`src/design/tacm_pkg.sv`:
```
// ----------------------------------------------------------------------------
// tacm_pkg
// Types and constants shared by the touch calibration map modules.
// ----------------------------------------------------------------------------
`timescale 1ns / 1ps

package tacm_pkg;

  localparam int unsigned IN_W       = 12;  // raw converter field width
  localparam int unsigned DISP_W     = 16;
  localparam int unsigned COEF_W     = 32;
  localparam int unsigned QUO_BITS   = DISP_W + 1;
  localparam int unsigned LANE_LAT   = QUO_BITS + 5;
  localparam int unsigned CMD_DEPTH  = 4;
  localparam int unsigned OUT_DEPTH  = 32;
  localparam int unsigned NUM_REGS   = 7;
  localparam int unsigned APB_ADDR_W = 5;
  localparam int unsigned REG_IDX_W  = APB_ADDR_W - 2;

  localparam logic STATUS_OK     = 1'b0;
  localparam logic STATUS_NO_CAL = 1'b1;

  localparam logic signed [DISP_W-1:0] DISP_MAX = {1'b0, {(DISP_W-1){1'b1}}};
  localparam logic signed [DISP_W-1:0] DISP_MIN = {1'b1, {(DISP_W-1){1'b0}}};
  localparam logic [QUO_BITS-1:0] QUO_POS_LIM = {2'b00, {(DISP_W-1){1'b1}}};
  localparam logic [QUO_BITS-1:0] QUO_NEG_LIM = {2'b01, {(DISP_W-1){1'b0}}};

  typedef enum logic [REG_IDX_W-1:0] {
    REG_COEF_A  = 3'd0,
    REG_COEF_B  = 3'd1,
    REG_COEF_C  = 3'd2,
    REG_COEF_D  = 3'd3,
    REG_COEF_E  = 3'd4,
    REG_COEF_F  = 3'd5,
    REG_DIVISOR = 3'd6
  } tacm_reg_e;

  typedef struct packed {
    logic [IN_W-1:0] screen_x;
    logic [IN_W-1:0] screen_y;
  } tacm_in_t;

  typedef struct packed {
    logic signed [DISP_W-1:0] disp_x;
    logic signed [DISP_W-1:0] disp_y;
    logic                     status;
  } tacm_out_t;

  // classified item held between front and back
  typedef struct packed {
    logic            div_zero;
    logic [IN_W-1:0] screen_x;
    logic [IN_W-1:0] screen_y;
  } tacm_cmd_t;

  typedef struct packed {
    logic signed [COEF_W-1:0] coef_a;
    logic signed [COEF_W-1:0] coef_b;
    logic signed [COEF_W-1:0] coef_c;
    logic signed [COEF_W-1:0] coef_d;
    logic signed [COEF_W-1:0] coef_e;
    logic signed [COEF_W-1:0] coef_f;
    logic signed [COEF_W-1:0] divisor;
  } tacm_coef_t;

endpackage

```
`src/design/tacm_fifo.sv`:
```
// ----------------------------------------------------------------------------
// tacm_fifo
// Small flop-based first-in first-out queue with registered storage.
// ----------------------------------------------------------------------------
`timescale 1ns / 1ps

module tacm_fifo #(
  parameter int unsigned WIDTH = 8,
  parameter int unsigned DEPTH = 4
) (
  input  logic             clk_i,
  input  logic             rst_ni,
  input  logic             push_i,
  input  logic [WIDTH-1:0] data_i,
  output logic             full_o,
  input  logic             pop_i,
  output logic [WIDTH-1:0] data_o,
  output logic             empty_o
);

  localparam int unsigned AW = $clog2(DEPTH);
  localparam int unsigned CW = $clog2(DEPTH + 1);

  logic [WIDTH-1:0] mem_q [DEPTH];
  logic [AW-1:0]    wr_ptr_q, wr_ptr_d, rd_ptr_q, rd_ptr_d;
  logic [CW-1:0]    count_q, count_d;
  logic             do_push, do_pop;

  assign full_o  = (count_q == CW'(DEPTH));
  assign empty_o = (count_q == '0);
  assign do_push = push_i && !full_o;
  assign do_pop  = pop_i && !empty_o;
  assign data_o  = mem_q[rd_ptr_q];

  always_comb begin
    wr_ptr_d = wr_ptr_q;
    rd_ptr_d = rd_ptr_q;
    count_d  = count_q;
    if (do_push) begin
      wr_ptr_d = (wr_ptr_q == AW'(DEPTH - 1)) ? '0 : wr_ptr_q + AW'(1);
    end
    if (do_pop) begin
      rd_ptr_d = (rd_ptr_q == AW'(DEPTH - 1)) ? '0 : rd_ptr_q + AW'(1);
    end
    if (do_push && !do_pop) begin
      count_d = count_q + CW'(1);
    end else if (do_pop && !do_push) begin
      count_d = count_q - CW'(1);
    end
  end

  always_ff @(posedge clk_i or negedge rst_ni) begin
    if (!rst_ni) begin
      wr_ptr_q <= '0;
      rd_ptr_q <= '0;
      count_q  <= '0;
    end else begin
      wr_ptr_q <= wr_ptr_d;
      rd_ptr_q <= rd_ptr_d;
      count_q  <= count_d;
    end
  end

  always_ff @(posedge clk_i) begin
    if (do_push) begin
      mem_q[wr_ptr_q] <= data_i;
    end
  end

endmodule

```
`src/design/tacm_front.sv`:
```
// ----------------------------------------------------------------------------
// tacm_front
// Accepts raw points, tags them uncalibrated or not, and queues them.
// ----------------------------------------------------------------------------
`timescale 1ns / 1ps

module tacm_front (
  input  logic                clk_i,
  input  logic                rst_ni,
  input  logic                push_i,
  input  tacm_pkg::tacm_in_t  item_i,
  output logic                full_o,
  input  logic                div_zero_i,
  output tacm_pkg::tacm_cmd_t cmd_o,
  output logic                cmd_valid_o,
  input  logic                cmd_pop_i
);

  import tacm_pkg::*;

  tacm_cmd_t cmd_in;
  logic      cmd_empty;

  always_comb begin
    cmd_in.div_zero = div_zero_i;
    cmd_in.screen_x = item_i.screen_x;
    cmd_in.screen_y = item_i.screen_y;
  end

  tacm_fifo #(
    .WIDTH ($bits(tacm_cmd_t)),
    .DEPTH (CMD_DEPTH)
  ) u_cmd_queue (
    .clk_i   (clk_i),
    .rst_ni  (rst_ni),
    .push_i  (push_i),
    .data_i  (cmd_in),
    .full_o  (full_o),
    .pop_i   (cmd_pop_i),
    .data_o  (cmd_o),
    .empty_o (cmd_empty)
  );

  assign cmd_valid_o = !cmd_empty;

endmodule

```
`config.mk`:
```
export PLATFORM = sky130hd
export DESIGN_NAME = tacm_front
export DESIGN_NICKNAME = d
export VERILOG_FILES = /design/src/design/tacm_pkg.sv /design/src/design/tacm_fifo.sv /design/src/design/tacm_front.sv
export SDC_FILE = /design/constraint.sdc
export NUM_CORES = 1
export LEC_CHECK = 0
export ABC_CLOCK_PERIOD_IN_PS = 2200
export BUFFER_PORTS_ARGS = -buffer_cell sky130_fd_sc_hd__buf_2
export CAP_MARGIN = 20
export CORE_ASPECT_RATIO = 1.1
export CORE_UTILIZATION = 51
export CTS_CLUSTER_SIZE = 30
export DETAILED_ROUTE_END_ITERATION = 16
export PLACE_DENSITY = 0.85
export SYNTH_ARGS = -nofsm -noshare
export SYNTH_HDL_FRONTEND = slang
export SYNTH_SLANG_ARGS = --single-unit
export TNS_END_PERCENT = 100
```
`constraint.sdc`:
```
create_clock -name clk_i -period 2.2 [get_ports clk_i]
set_clock_uncertainty 0.2 [all_clocks]
set_input_delay 0 -clock clk_i [delete_from_list [all_inputs] [get_ports clk_i]]
set_output_delay 0 -clock clk_i [all_outputs]
set_load 0.02 [all_outputs]
```
==> flow_metrics.py, run 1 <==
metrics = {
    "run_status": {
        "outcome": "complete, no violations",
    },
    "clock_network": {
        "clockBufferDepth": 2,
        "cts_tree": "yes",
        "htreeDepth": 3,
        "clk_pin_slew_worst_paths_ns": 0.10,
        "clock_sinks": 107,
        "clock_latency_ns": 0.36,
        "postCtsSetupBuffers": 0,
        "cts_made_buffers": 9,
        "root_buffer": "clkbuf_8",
    },
    "global_routing": {
        "antenna_found_initial": 0,
        "grt_pass1_vias": 1977,
        "grt_max_degree": 26,
        "grt_pass1_wl_um": 9887,
        "track_usage_pct": 16.69,
        "grt-ovfl-total": 0,
    },
    "critical_path": {
        "critPathArrivalTime_ns": 2.20,
        "critPathKind": "flip-flop to flip-flop",
        "path_max_fanout": 3,
        "critPathCaptureType": "flip-flop",
        "setup.worst_path.start_class": "flip-flop",
        "crit_required_ns": 2.30,
    },
    "logic_synthesis": {
        "synthCells": 168,
        "synth_nets": 204,
        "mappedNetlistArea_sq_um": 4114,
        "synth_cell_types": 20,
        "ys_warn_count": 0,
        "synth_seq_cells": 107,
        "seq_area_frac_synth_pct": 77.25,
        "syn_avg_cell_area_sq_um": 24.49,
    },
    "sta": {
        "slew_headroom_pct": 67.11,
        "grt_setup_unrepaired": "true",
        "timing.final.max_slew_violations": 0,
        "period_needed_ns": 2.102,
        "tightest_slew_ns": 0.4933,
        "post-route-period-util_pct": 95.54,
        "finalSetupViolations": 0,
        "hold_ws_ns": 0.03336,
        "max_clock_freq_ghz": 0.4758,
        "finalHoldViolCount": 0,
    },
    "placed_design": {
        "placed_area_sq_um": 4563,
        "dpl.hpwl_um": 3814,
        "numPlacedInstances": 331,
        "port_buffers": 55,
        "routabilityCongestion": 0.7741,
    },
    "flow_run": {
        "maxCapViolations": 0,
    },
    "layout": {
        "drive_gt1_share_pct": 41.11,
        "fillers": 509,
        "finalNonFillerCells": 375,
        "fin_area_sq_um": 5055,
        "final_core_util_pct": 66.18,
        "antenna_cells": 0,
        "fin_nets": 301,
        "area_growth_pct": 22.87,
    },
    "floorplan": {
        "die_y_um": 96.20,
        "initial_utilization_pct": 53.86,
        "die_width_um": 87.64,
        "io_pins": 56,
        "die_area_sq_um": 8430,
        "core_area_sq_um": 7639,
        "num_rows": 33,
    },
    "drt": {
        "first_iter_violations": 95,
        "via_per_inst": 5.168,
        "wl_per_cell_um": 16.90,
        "ant_nets": 0,
        "routed_wl_um": 6338,
        "drc": 0,
        "drt_pass1_iterations": 4,
        "num_vias": 1938,
    },
    "pwr": {
        "power_mw": 6.304,
        "power_density_nw_per_um2": 1247,
        "ir_drop_mv": 0.7222,
        "p_leak_nw": 1.812,
    },
    "min_path": {
        "hp-class": "primary input to flip-flop",
    },
}
-- sequential cells by signal, indices dropped and copies added, names as in the netlist --
register,cells
u_cmd_queue.mem_q,100
u_cmd_queue.wr_ptr_q,2
u_cmd_queue.count_q,3
u_cmd_queue.rd_ptr_q,2
-- layer usage --
| layer | GRT usage (%) | vias to the layer above | wire length (um) |
|---|---|---|---|
| met4 | 7.377 | 0 | 68 |
| met1 | 21.61 | 979 | 2827 |
| li1 | - | 895 | - |
| met5 | 0 | - | 0 |
| met2 | 26.82 | 55 | 3170 |
| met3 | 4.374 | 9 | 271 |
-- power breakdown --
group	internal, mW	switching (mW)
clock	0.443	0.692
sequential	2.70	0.149
combinational	1.07	1.25
-- cells in the final DEF, fill, tap and decap left out, types with 2 or more instances in the layout --
cell type and n:
and2_1 4, inv_8 3, buf_4 7, mux4_2 18, edfxtp_1 100, mux4_1 7
xor2_1 2, ha_1 5, mux2_2 3, mux2_4 2, clkinv_4 2, buf_12 3
dfrtp_1 6, dlygate4sd3_1 28, buf_2 55, inv_1 2, nor2_1 3, clkbuf_8 9
-- final timing paths --
kind,from,end,slack [ns],cells after the start
hold / removal,push_i,u_cmd_queue.count_q[0],0.03,4
min in group asynchronous,rst_ni,u_cmd_queue.wr_ptr_q[0],0.39,3
max in group asynchronous,rst_ni,u_cmd_queue.rd_ptr_q[0],1.15,3
setup reg to reg,u_cmd_queue.count_q[0],u_cmd_queue.count_q[2],0.1,8
setup / recovery,u_cmd_queue.count_q[0],u_cmd_queue.count_q[2],0.1,8
hold reg to reg,u_cmd_queue.count_q[2],u_cmd_queue.count_q[2],0.30,1
-- critical path: stages (launching register included) --
cell,delay (ns)
dfrtp_1,0.40
or3_4,0.40
nand2_4,0.09
ha_4,0.15
inv_2,0.04
fa_2,0.33
xor2_1,0.14
nor2_1,0.13
xor2_1,0.15
-- Yosys cell counts --
master    count  share of area (%)
mux4_2       18                9.9
buf_2         3               0.36
xnor2_1       1               0.21
mux2_2        3               0.82
nor2_1        3               0.27
buf_12        2               0.97
xor2_1        2               0.43
ha_1          6                1.8
buf_6         2               0.55
mux4_1        7                4.5
mux2_4        2               0.73
nor3b_2       1               0.30
inv_1         3               0.27
nor2b_1       1               0.15
and2_1        4               0.61
dfrtp_1       7                4.3
fa_1          1               0.49
edfxtp_1    100                 73
or3_4         1               0.27
nand2_2       1               0.15
-- timing repair --
action                                  CTS  global route
gates cloned                              0             0
pin swaps                                 0             4
hold buffers                             28             0
endpoints found under the setup margin    1             1
resized for setup                         2             3
hold endpoints to repair                112             0
-- final cells by class --
type / instances / area [sq um] / share of cell area [%]
Clock buffer: 9 / 123.9 / 2.450
Clock inverter: 7 / 67.56 / 1.337
Inverter: 3 / 11.26 / 0.2228
Multi-Input combinational cell: 51 / 873.3 / 17.28
Sequential cell: 107 / 3179 / 62.90
Tap cell: 105 / 131.4 / 2.599
Timing Repair Buffer: 93 / 668.1 / 13.22
-- stage by stage --
step	worst slack [ns]	setup TNS, ns
finish	0.09810	0
global route	-0.01472	-0.01472
CTS	0.01970	0
detailed placement	0.01131	0
global placement	0.05967	0
floorplan	-0.01786	-0.01786
-- kinds of logic after synthesis --
group	after synthesis	share of synthesized area [%]
xor gates and xnor gates	3	0.6388
adders and majority gates	7	2.311
buffers and inverters	10	2.159
DFF	107	77.25
muxes	30	15.88
and+or+nand+nor	11	1.764
(Power assumes the default switching activity.)
==> inputs of run 2 (changes only) <==
--- a/config.mk
+++ b/config.mk
@@ -8,11 +8,11 @@
 export ABC_CLOCK_PERIOD_IN_PS = 2200
 export BUFFER_PORTS_ARGS = -buffer_cell sky130_fd_sc_hd__buf_2
 export CAP_MARGIN = 20
-export CORE_ASPECT_RATIO = 1.1
-export CORE_UTILIZATION = 51
+export CORE_MARGIN = 2
+export CORE_UTILIZATION = 40
 export CTS_CLUSTER_SIZE = 30
 export DETAILED_ROUTE_END_ITERATION = 16
-export PLACE_DENSITY = 0.85
+export PLACE_DENSITY = 0.71
 export SYNTH_ARGS = -nofsm -noshare
 export SYNTH_HDL_FRONTEND = slang
 export SYNTH_SLANG_ARGS = --single-unit
==> run 2 against run 1 <==
  * Core utilization shrank 16 points
  * Clock-buffer cell count is the same
  * First-iteration DRC count shrank 24%
  * Cell count grew 9.9%
  * Sequential share of layout area shrank 0.89 points
  * Global-route usage shrank 3.3 points
  * Die area grew 32%
  * Non-clock buffer count grew 6
==> flow_metrics.py, run 2 (synthesis results as in run 1) <==
metrics = {
    "run_status": {
        "outcome": "complete, no violations",
    },
    "sta": {
        "finalHoldViolCount": 0,
        "slew_headroom_pct": 77.21,
        "tightest_slew_ns": 0.3407,
        "worst_slack_ns": 0.08879,
        "finalSetupViolations": 0,
        "post-route-period-util_pct": 95.96,
        "grt_setup_unrepaired": "false",
        "period_needed_ns": 2.111,
        "max_clock_freq_ghz": 0.4737,
        "timing.final.max_slew_violations": 0,
    },
    "critical_path": {
        "rrSetupSlack_ns": 0.09,
        "critPathCaptureType": "flip-flop",
        "path_cells": "buf_4 -> nor3b_4 -> nor2b_1 -> ha_4 -> inv_1 -> fa_2 -> mux2_2",
        "cpPeakStageDelay_ns": 0.44,
        "worst-r2r-cell-count": 7,
        "critPathArrivalTime_ns": 2.16,
        "setup.worst_path.start_class": "flip-flop",
        "crit_required_ns": 2.25,
        "regToRegEndpoint": "u_cmd_queue.count_q[1]",
        "critPathKind": "flip-flop to flip-flop",
        "path_max_fanout": 3,
        "reg2reg_from": "u_cmd_queue.count_q[1]",
        "slowest_stage": "fa_2",
    },
    "drt": {
        "drt_pass1_iterations": 4,
        "wl_per_cell_um": 16.66,
        "via_per_inst": 4.745,
        "drc": 0,
        "routed_wl_um": 6862,
        "ant_nets": 0,
        "num_vias": 1955,
        "first_iter_violations": 72,
    },
    "pwr": {
        "clkPwrFrac_pct": 17.4,
        "intPower_mw": 4.234,
        "p_comb_share_pct": 38.3,
        "power_mw": 6.337,
        "p_leak_nw": 1.842,
        "pwr-share-seq_pct": 44.3,
        "p_sw_mw": 2.103,
        "ir_drop_mv": 0.5251,
        "power_density_nw_per_um2": 1236,
        "switching_share_pct": 33.18,
    },
    "floorplan": {
        "initial_utilization_pct": 40.58,
        "core_area_sq_um": 10140,
        "die_y_um": 105.4,
        "die_width_um": 105.4,
        "io_pins": 56,
        "die_area_sq_um": 11110,
        "num_rows": 37,
    },
    "layout": {
        "top_regs": "u_cmd_queue.mem_q (100), u_cmd_queue.count_q (3)",
        "final_common_cell": "edfxtp_1",
        "area_growth_pct": 24.64,
        "largest_reg_flops": 100,
        "antenna_cells": 0,
        "final_core_util_pct": 50.57,
        "fin_nets": 307,
        "finalNonFillerCells": 412,
        "final_cell_mix": "100 x edfxtp_1, 55 x buf_2, 28 x dlygate4sd3_1",
        "regMostFlops": "u_cmd_queue.mem_q",
        "fin_area_sq_um": 5127,
        "multi_input_area_sq_um": 873.3,
        "drive_gt1_share_pct": 42.03,
        "fillers": 813,
        "seq_area_sq_um": 3179,
    },
    "placed_design": {
        "numPlacedInstances": 367,
        "port_buffers": 55,
        "routabilityCongestion": 0.6409,
        "dpl.hpwl_um": 4238,
        "placed_area_sq_um": 4639,
        "dp_slack_ns": -0.001458,
    },
    "clock_network": {
        "cts_tree": "yes",
        "clockBufferDepth": 2,
        "clock_latency_ns": 0.35,
        "clk_pin_slew_worst_paths_ns": 0.10,
        "clock_sinks": 107,
        "root_buffer": "clkbuf_8",
        "cts_made_buffers": 9,
        "htreeDepth": 3,
    },
    "min_path": {
        "min_path_cells": 4,
        "hp-class": "primary input to flip-flop",
        "hold_start": "push_i",
        "hold_end": "u_cmd_queue.count_q[0]",
    },
    "flow_run": {
        "maxCapViolations": 0,
    },
    "global_routing": {
        "grt_max_degree": 20,
        "antenna_found_initial": 0,
        "grt_pass1_wl_um": 10940,
        "grt_pass1_vias": 2089,
        "track_usage_pct": 13.36,
        "grt-ovfl-total": 0,
    },
}
==> run 2: cell type report <==
class / instances / share of cell area [%]
Sequential cell: 107 / 62.01
Multi-Input combinational cell: 51 / 17.03
Timing Repair Buffer: 99 / 13.91
Tap cell: 136 / 3.319
Clock buffer: 9 / 2.416
Clock inverter: 7 / 1.098
Inverter: 3 / 0.2196
==> run 2: worst max-delay path by stage <==
stage	start	to	slack, ns	cells past startpoint
2_1_floorplan	u_cmd_queue.count_q[1]	u_cmd_queue.count_q[2]	-0.02	8
5_1_grt	u_cmd_queue.count_q[1]	u_cmd_queue.count_q[2]	0.01	8
6_report	u_cmd_queue.count_q[1]	u_cmd_queue.count_q[1]	0.09	7
3_5_place_dp	u_cmd_queue.count_q[1]	u_cmd_queue.count_q[2]	-0.001	8
4_1_cts	u_cmd_queue.count_q[1]	u_cmd_queue.count_q[2]	0.004	8
3_3_place_gp	u_cmd_queue.count_q[1]	u_cmd_queue.count_q[2]	0.05	8
==> run 2: through the flow <==
step | hold WS (ns) | setup TNS, ns
global placement | -0.3617 | 0
finish | 0.03319 | 0
floorplan | -0.4956 | -0.01786
global route | 0.08664 | 0
detailed placement | -0.3515 | -0.001458
CTS | 0.01948 | 0
==> run 2: per-layer routing <==
metal	share of wire, %	global-route usage, %
met1	45	18.22
met2	50	21.34
met3	4.0	4.143
met4	0.95	2.857
met5	0	0
==> run 2: timing repair <==
action / 4_1_cts / 5_1_grt
endpoints found under the hold margin: 112 / 0
pin swaps: 1 / 2
setup buffers: 0 / 1
gates resized for setup: 3 / 1
setup endpoints to repair: 1 / 1
hold buffers: 28 / 0
==> run 2: critical path: cells and delay by family, from the launching register on <==
kind / cells / cell delay (ns)
multiplexers: 1 / 0.27
AND/OR/NAND/NOR: 2 / 0.30
adder cells (fa/ha/maj): 2 / 0.61
flip-flops: 1 / 0.40
buffers and inverters: 2 / 0.23
==> run 2: power groups by stage <==
stage | sequential (mW) | combinational (mW) | clock, mW
2_1_floorplan | 2.86 | 1.67 | 0
3_3_place_gp | 2.84 | 2.38 | 0
3_5_place_dp | 2.86 | 2.40 | 0
4_1_cts | 2.81 | 2.47 | 1.15
5_1_grt | 2.85 | 2.64 | 1.23
6_report | 2.81 | 2.43 | 1.10
==> inputs of run 3 (changes only) <==
--- a/config.mk
+++ b/config.mk
@@ -5,7 +5,7 @@
 export SDC_FILE = /design/constraint.sdc
 export NUM_CORES = 1
 export LEC_CHECK = 0
-export ABC_CLOCK_PERIOD_IN_PS = 2200
+export ABC_CLOCK_PERIOD_IN_PS = 1750
 export BUFFER_PORTS_ARGS = -buffer_cell sky130_fd_sc_hd__buf_2
 export CAP_MARGIN = 20
 export CORE_MARGIN = 2
@@ -15,5 +15,6 @@
 export PLACE_DENSITY = 0.71
 export SYNTH_ARGS = -nofsm -noshare
 export SYNTH_HDL_FRONTEND = slang
+export SYNTH_HIERARCHICAL = 1
 export SYNTH_SLANG_ARGS = --single-unit
 export TNS_END_PERCENT = 100
==> constraint.sdc (replaced) <==
create_clock -name clk_i -period 1.75 [get_ports clk_i]
set_clock_uncertainty 0.2 [all_clocks]
set_input_delay 0 -clock clk_i [delete_from_list [all_inputs] [get_ports clk_i]]
set_output_delay 0 -clock clk_i [all_outputs]
set_load 0.02 [all_outputs]
==> run 3 against run 2 <==
  * The flow now finishes with violations (negative setup slack)
  * Clock power up 30%
  * Non-clock buffer count up 25
  * Hold slack better by 0.16 ns
  * Global-route usage up 1.5 points
  * Clock-buffer cell count up 2
==> flow_metrics.py, run 3 <==
metrics = {
    "layout": {
        "regMostFlops": "u_cmd_queue/mem_q",
        "area_growth_pct": 41.27,
        "finalNonFillerCells": 435,
        "seq_area_sq_um": 3183,
        "final_cell_mix": "100 x edfxtp_1, 36 x buf_6, 30 x buf_2",
        "antenna_cells": 0,
        "final_core_util_pct": 58.36,
        "largest_reg_flops": 100,
        "drive_gt1_share_pct": 50.33,
        "final_common_cell": "edfxtp_1",
        "multi_input_area_sq_um": 874.6,
        "top_regs": "u_cmd_queue/mem_q (100), u_cmd_queue/count_q (3)",
        "fin_area_sq_um": 5731,
        "fin_nets": 333,
        "fillers": 757,
    },
    "logic_synthesis": {
        "synth_fa_ha_area_share_pct": 2.344,
        "netlist.area_leader.share_pct": 74.03,
        "yosys.area_share.simple_pct": 1.511,
        "syn_avg_cell_area_sq_um": 24.00,
        "synthTopCellsByArea": "edfxtp_1 74%, mux4_2 14%, dfrtp_1 4.3%",
        "yosysTopAreaCell": "edfxtp_1",
        "synth_seq_cells": 107,
        "synthCells": 169,
        "yosysMostFrequentCell": "edfxtp_1",
        "synth_top_family_by_area": "multiplexers",
        "synth-compound-area-share_pct": 0.4935,
        "synth_cell_types": 21,
        "synth-edff-count": 100,
        "synth_top_flop_cell": "edfxtp_1",
        "muxShareOfSynthArea_pct": 15.18,
        "ys_warn_count": 6,
        "synthTopCellsByCount": "100 x edfxtp_1, 25 x mux4_2, 7 x dfrtp_1",
        "synth_nets": 205,
        "synthXorXnorAreaFrac_pct": 0.6477,
        "synthArstFlopShare_pct": 6.542,
        "seq_area_frac_synth_pct": 78.35,
        "mappedNetlistArea_sq_um": 4056,
    },
    "global_routing": {
        "grt_max_degree": 18,
        "antenna_found_initial": 0,
        "grt_pass1_vias": 2199,
        "grt-ovfl-total": 0,
        "track_usage_pct": 14.89,
        "grt_pass1_wl_um": 12110,
    },
    "pwr": {
        "ir_drop_mv": 0.8935,
        "p_leak_nw": 2.071,
        "power_density_nw_per_um2": 1644,
        "power_mw": 9.424,
    },
    "floorplan": {
        "initial_utilization_pct": 41.31,
        "die_width_um": 104.7,
        "die_y_um": 104.7,
        "core_area_sq_um": 9819,
        "num_rows": 36,
        "die_area_sq_um": 10960,
        "io_pins": 56,
    },
    "placed_design": {
        "placed_area_sq_um": 4726,
        "numPlacedInstances": 371,
        "routabilityCongestion": 0.7219,
        "dpl.hpwl_um": 4410,
        "port_buffers": 55,
    },
    "sta": {
        "slew_headroom_pct": 78.57,
        "hold_ws_ns": 0.1942,
        "worst_slack_ns": -0.2859,
        "max_clock_freq_ghz": 0.4912,
        "timing.final.max_slew_violations": 0,
        "post-route-period-util_pct": 116.3,
        "period_needed_ns": 2.036,
        "grt_setup_unrepaired": "true",
        "finalHoldViolCount": 0,
        "finalSetupViolations": 129,
        "tightest_slew_ns": 0.3204,
    },
    "min_path": {
        "hp-class": "primary input to flip-flop",
    },
    "flow_run": {
        "maxCapViolations": 0,
    },
    "run_status": {
        "outcome": "complete, but fails checks",
        "violations": "negative setup slack",
    },
    "drt": {
        "drc": 0,
        "met2_length_um": 3951,
        "drt-met1-wl_um": 3383,
        "routed_wl_um": 7694,
        "dr.max_layer_used": "met4",
        "wl_met3_um": 289,
        "ant_nets": 0,
        "num_vias": 2089,
        "via_per_inst": 4.802,
        "first_iter_violations": 112,
        "wl_per_cell_um": 17.69,
        "drt_pass1_iterations": 4,
    },
    "critical_path": {
        "path_max_fanout": 3,
        "critPathArrivalTime_ns": 2.08,
        "setup.worst_path.start_class": "flip-flop",
        "path_cells": "nor3b_4 -> nor2b_4 -> ha_4 -> inv_2 -> fa_2 -> mux2_4",
        "cpPeakStageDelay_ns": 0.46,
        "critPathKind": "flip-flop to flip-flop",
        "crit_required_ns": 1.79,
        "slowest_stage": "dfrtp_2",
        "critPathCaptureType": "flip-flop",
    },
    "clock_network": {
        "clock_latency_ns": 0.35,
        "root_buffer": "clkbuf_8",
        "clockBufferDepth": 2,
        "cts_made_buffers": 9,
        "clk_pin_slew_worst_paths_ns": 0.09,
        "clock_sinks": 107,
        "htreeDepth": 3,
        "cts_tree": "yes",
    },
}
## run 3: worst max-delay path: cells and delay by family (launching register included)
kind	cells	cell delay [ns]
mux	1	0.28
simple gates	2	0.35
fa+ha+maj	2	0.59
flops	1	0.46
buf+inv	1	0.05
## run 3: cell type report
| class | count | area share, % |
|---|---|---|
| sequential | 107 | 55.55 |
| timing repair buffer | 124 | 22.79 |
| multi-input combinational | 51 | 15.26 |
| tap | 133 | 2.904 |
| clock buffer | 11 | 2.293 |
| clock inverter | 5 | 0.9389 |
| inverter | 4 | 0.2620 |
## run 3: cells by family after synthesis
group / after synthesis
flip-flops: 107
AND/OR/NAND/NOR: 10
XOR/XNOR: 3
adder cells (fa/ha/maj): 7
buffers and inverters: 11
AO/OA/AOI/OAI: 2
multiplexers: 29
## run 3: power breakdown
group / switching [mW] / total [mW] / internal [mW]
combinational: 1.93 / 4.39 / 2.46
sequential: 0.210 / 3.61 / 3.40
clock: 0.771 / 1.43 / 0.656
total: 2.91 / 9.42 / 6.52
## run 3: worst paths after layout
kind                                    startpoint                 endpoint  slack, ns  cells past startpoint
setup reg to reg            u_cmd_queue/count_q[1]   u_cmd_queue/count_q[1]      -0.29                      6
max in group asynchronous                   rst_ni  u_cmd_queue/rd_ptr_q[0]       0.71                      3
hold / removal                           item_i[3]  u_cmd_queue/mem_q[2][3]       0.19                      2
hold reg to reg            u_cmd_queue/wr_ptr_q[1]  u_cmd_queue/wr_ptr_q[1]       0.40                      1
setup / recovery            u_cmd_queue/count_q[1]   u_cmd_queue/count_q[1]      -0.29                      6
min in group asynchronous                   rst_ni   u_cmd_queue/count_q[1]       0.38                      3
## run 3: what timing repair did
item | CTS | global route
endpoints found under the setup margin | 127 | 128
resized for setup | 61 | 26
setup buffers | 15 | 4
endpoints found under the hold margin | 112 | 0
pin swaps | 6 | 2
hold buffers | 29 | 0
gates cloned | 6 | 2
## run 3: routing by layer
metal / vias up / GRT usage [%]
met3: 6 / 3.618
li1: 955 / -
met4: 0 / 4.000
met1: 1078 / 19.89
met5: - / 0
met2: 50 / 24.65
## run 3: through the flow
step,TNS [ns],worst slack [ns]
after floorplan,-9.374,-0.4123
after global placement,-8.939,-0.2576
after detailed placement,-13.41,-0.3774
after CTS,-22.11,-0.2890
after global routing,-21.36,-0.3638
final,-15.62,-0.2859
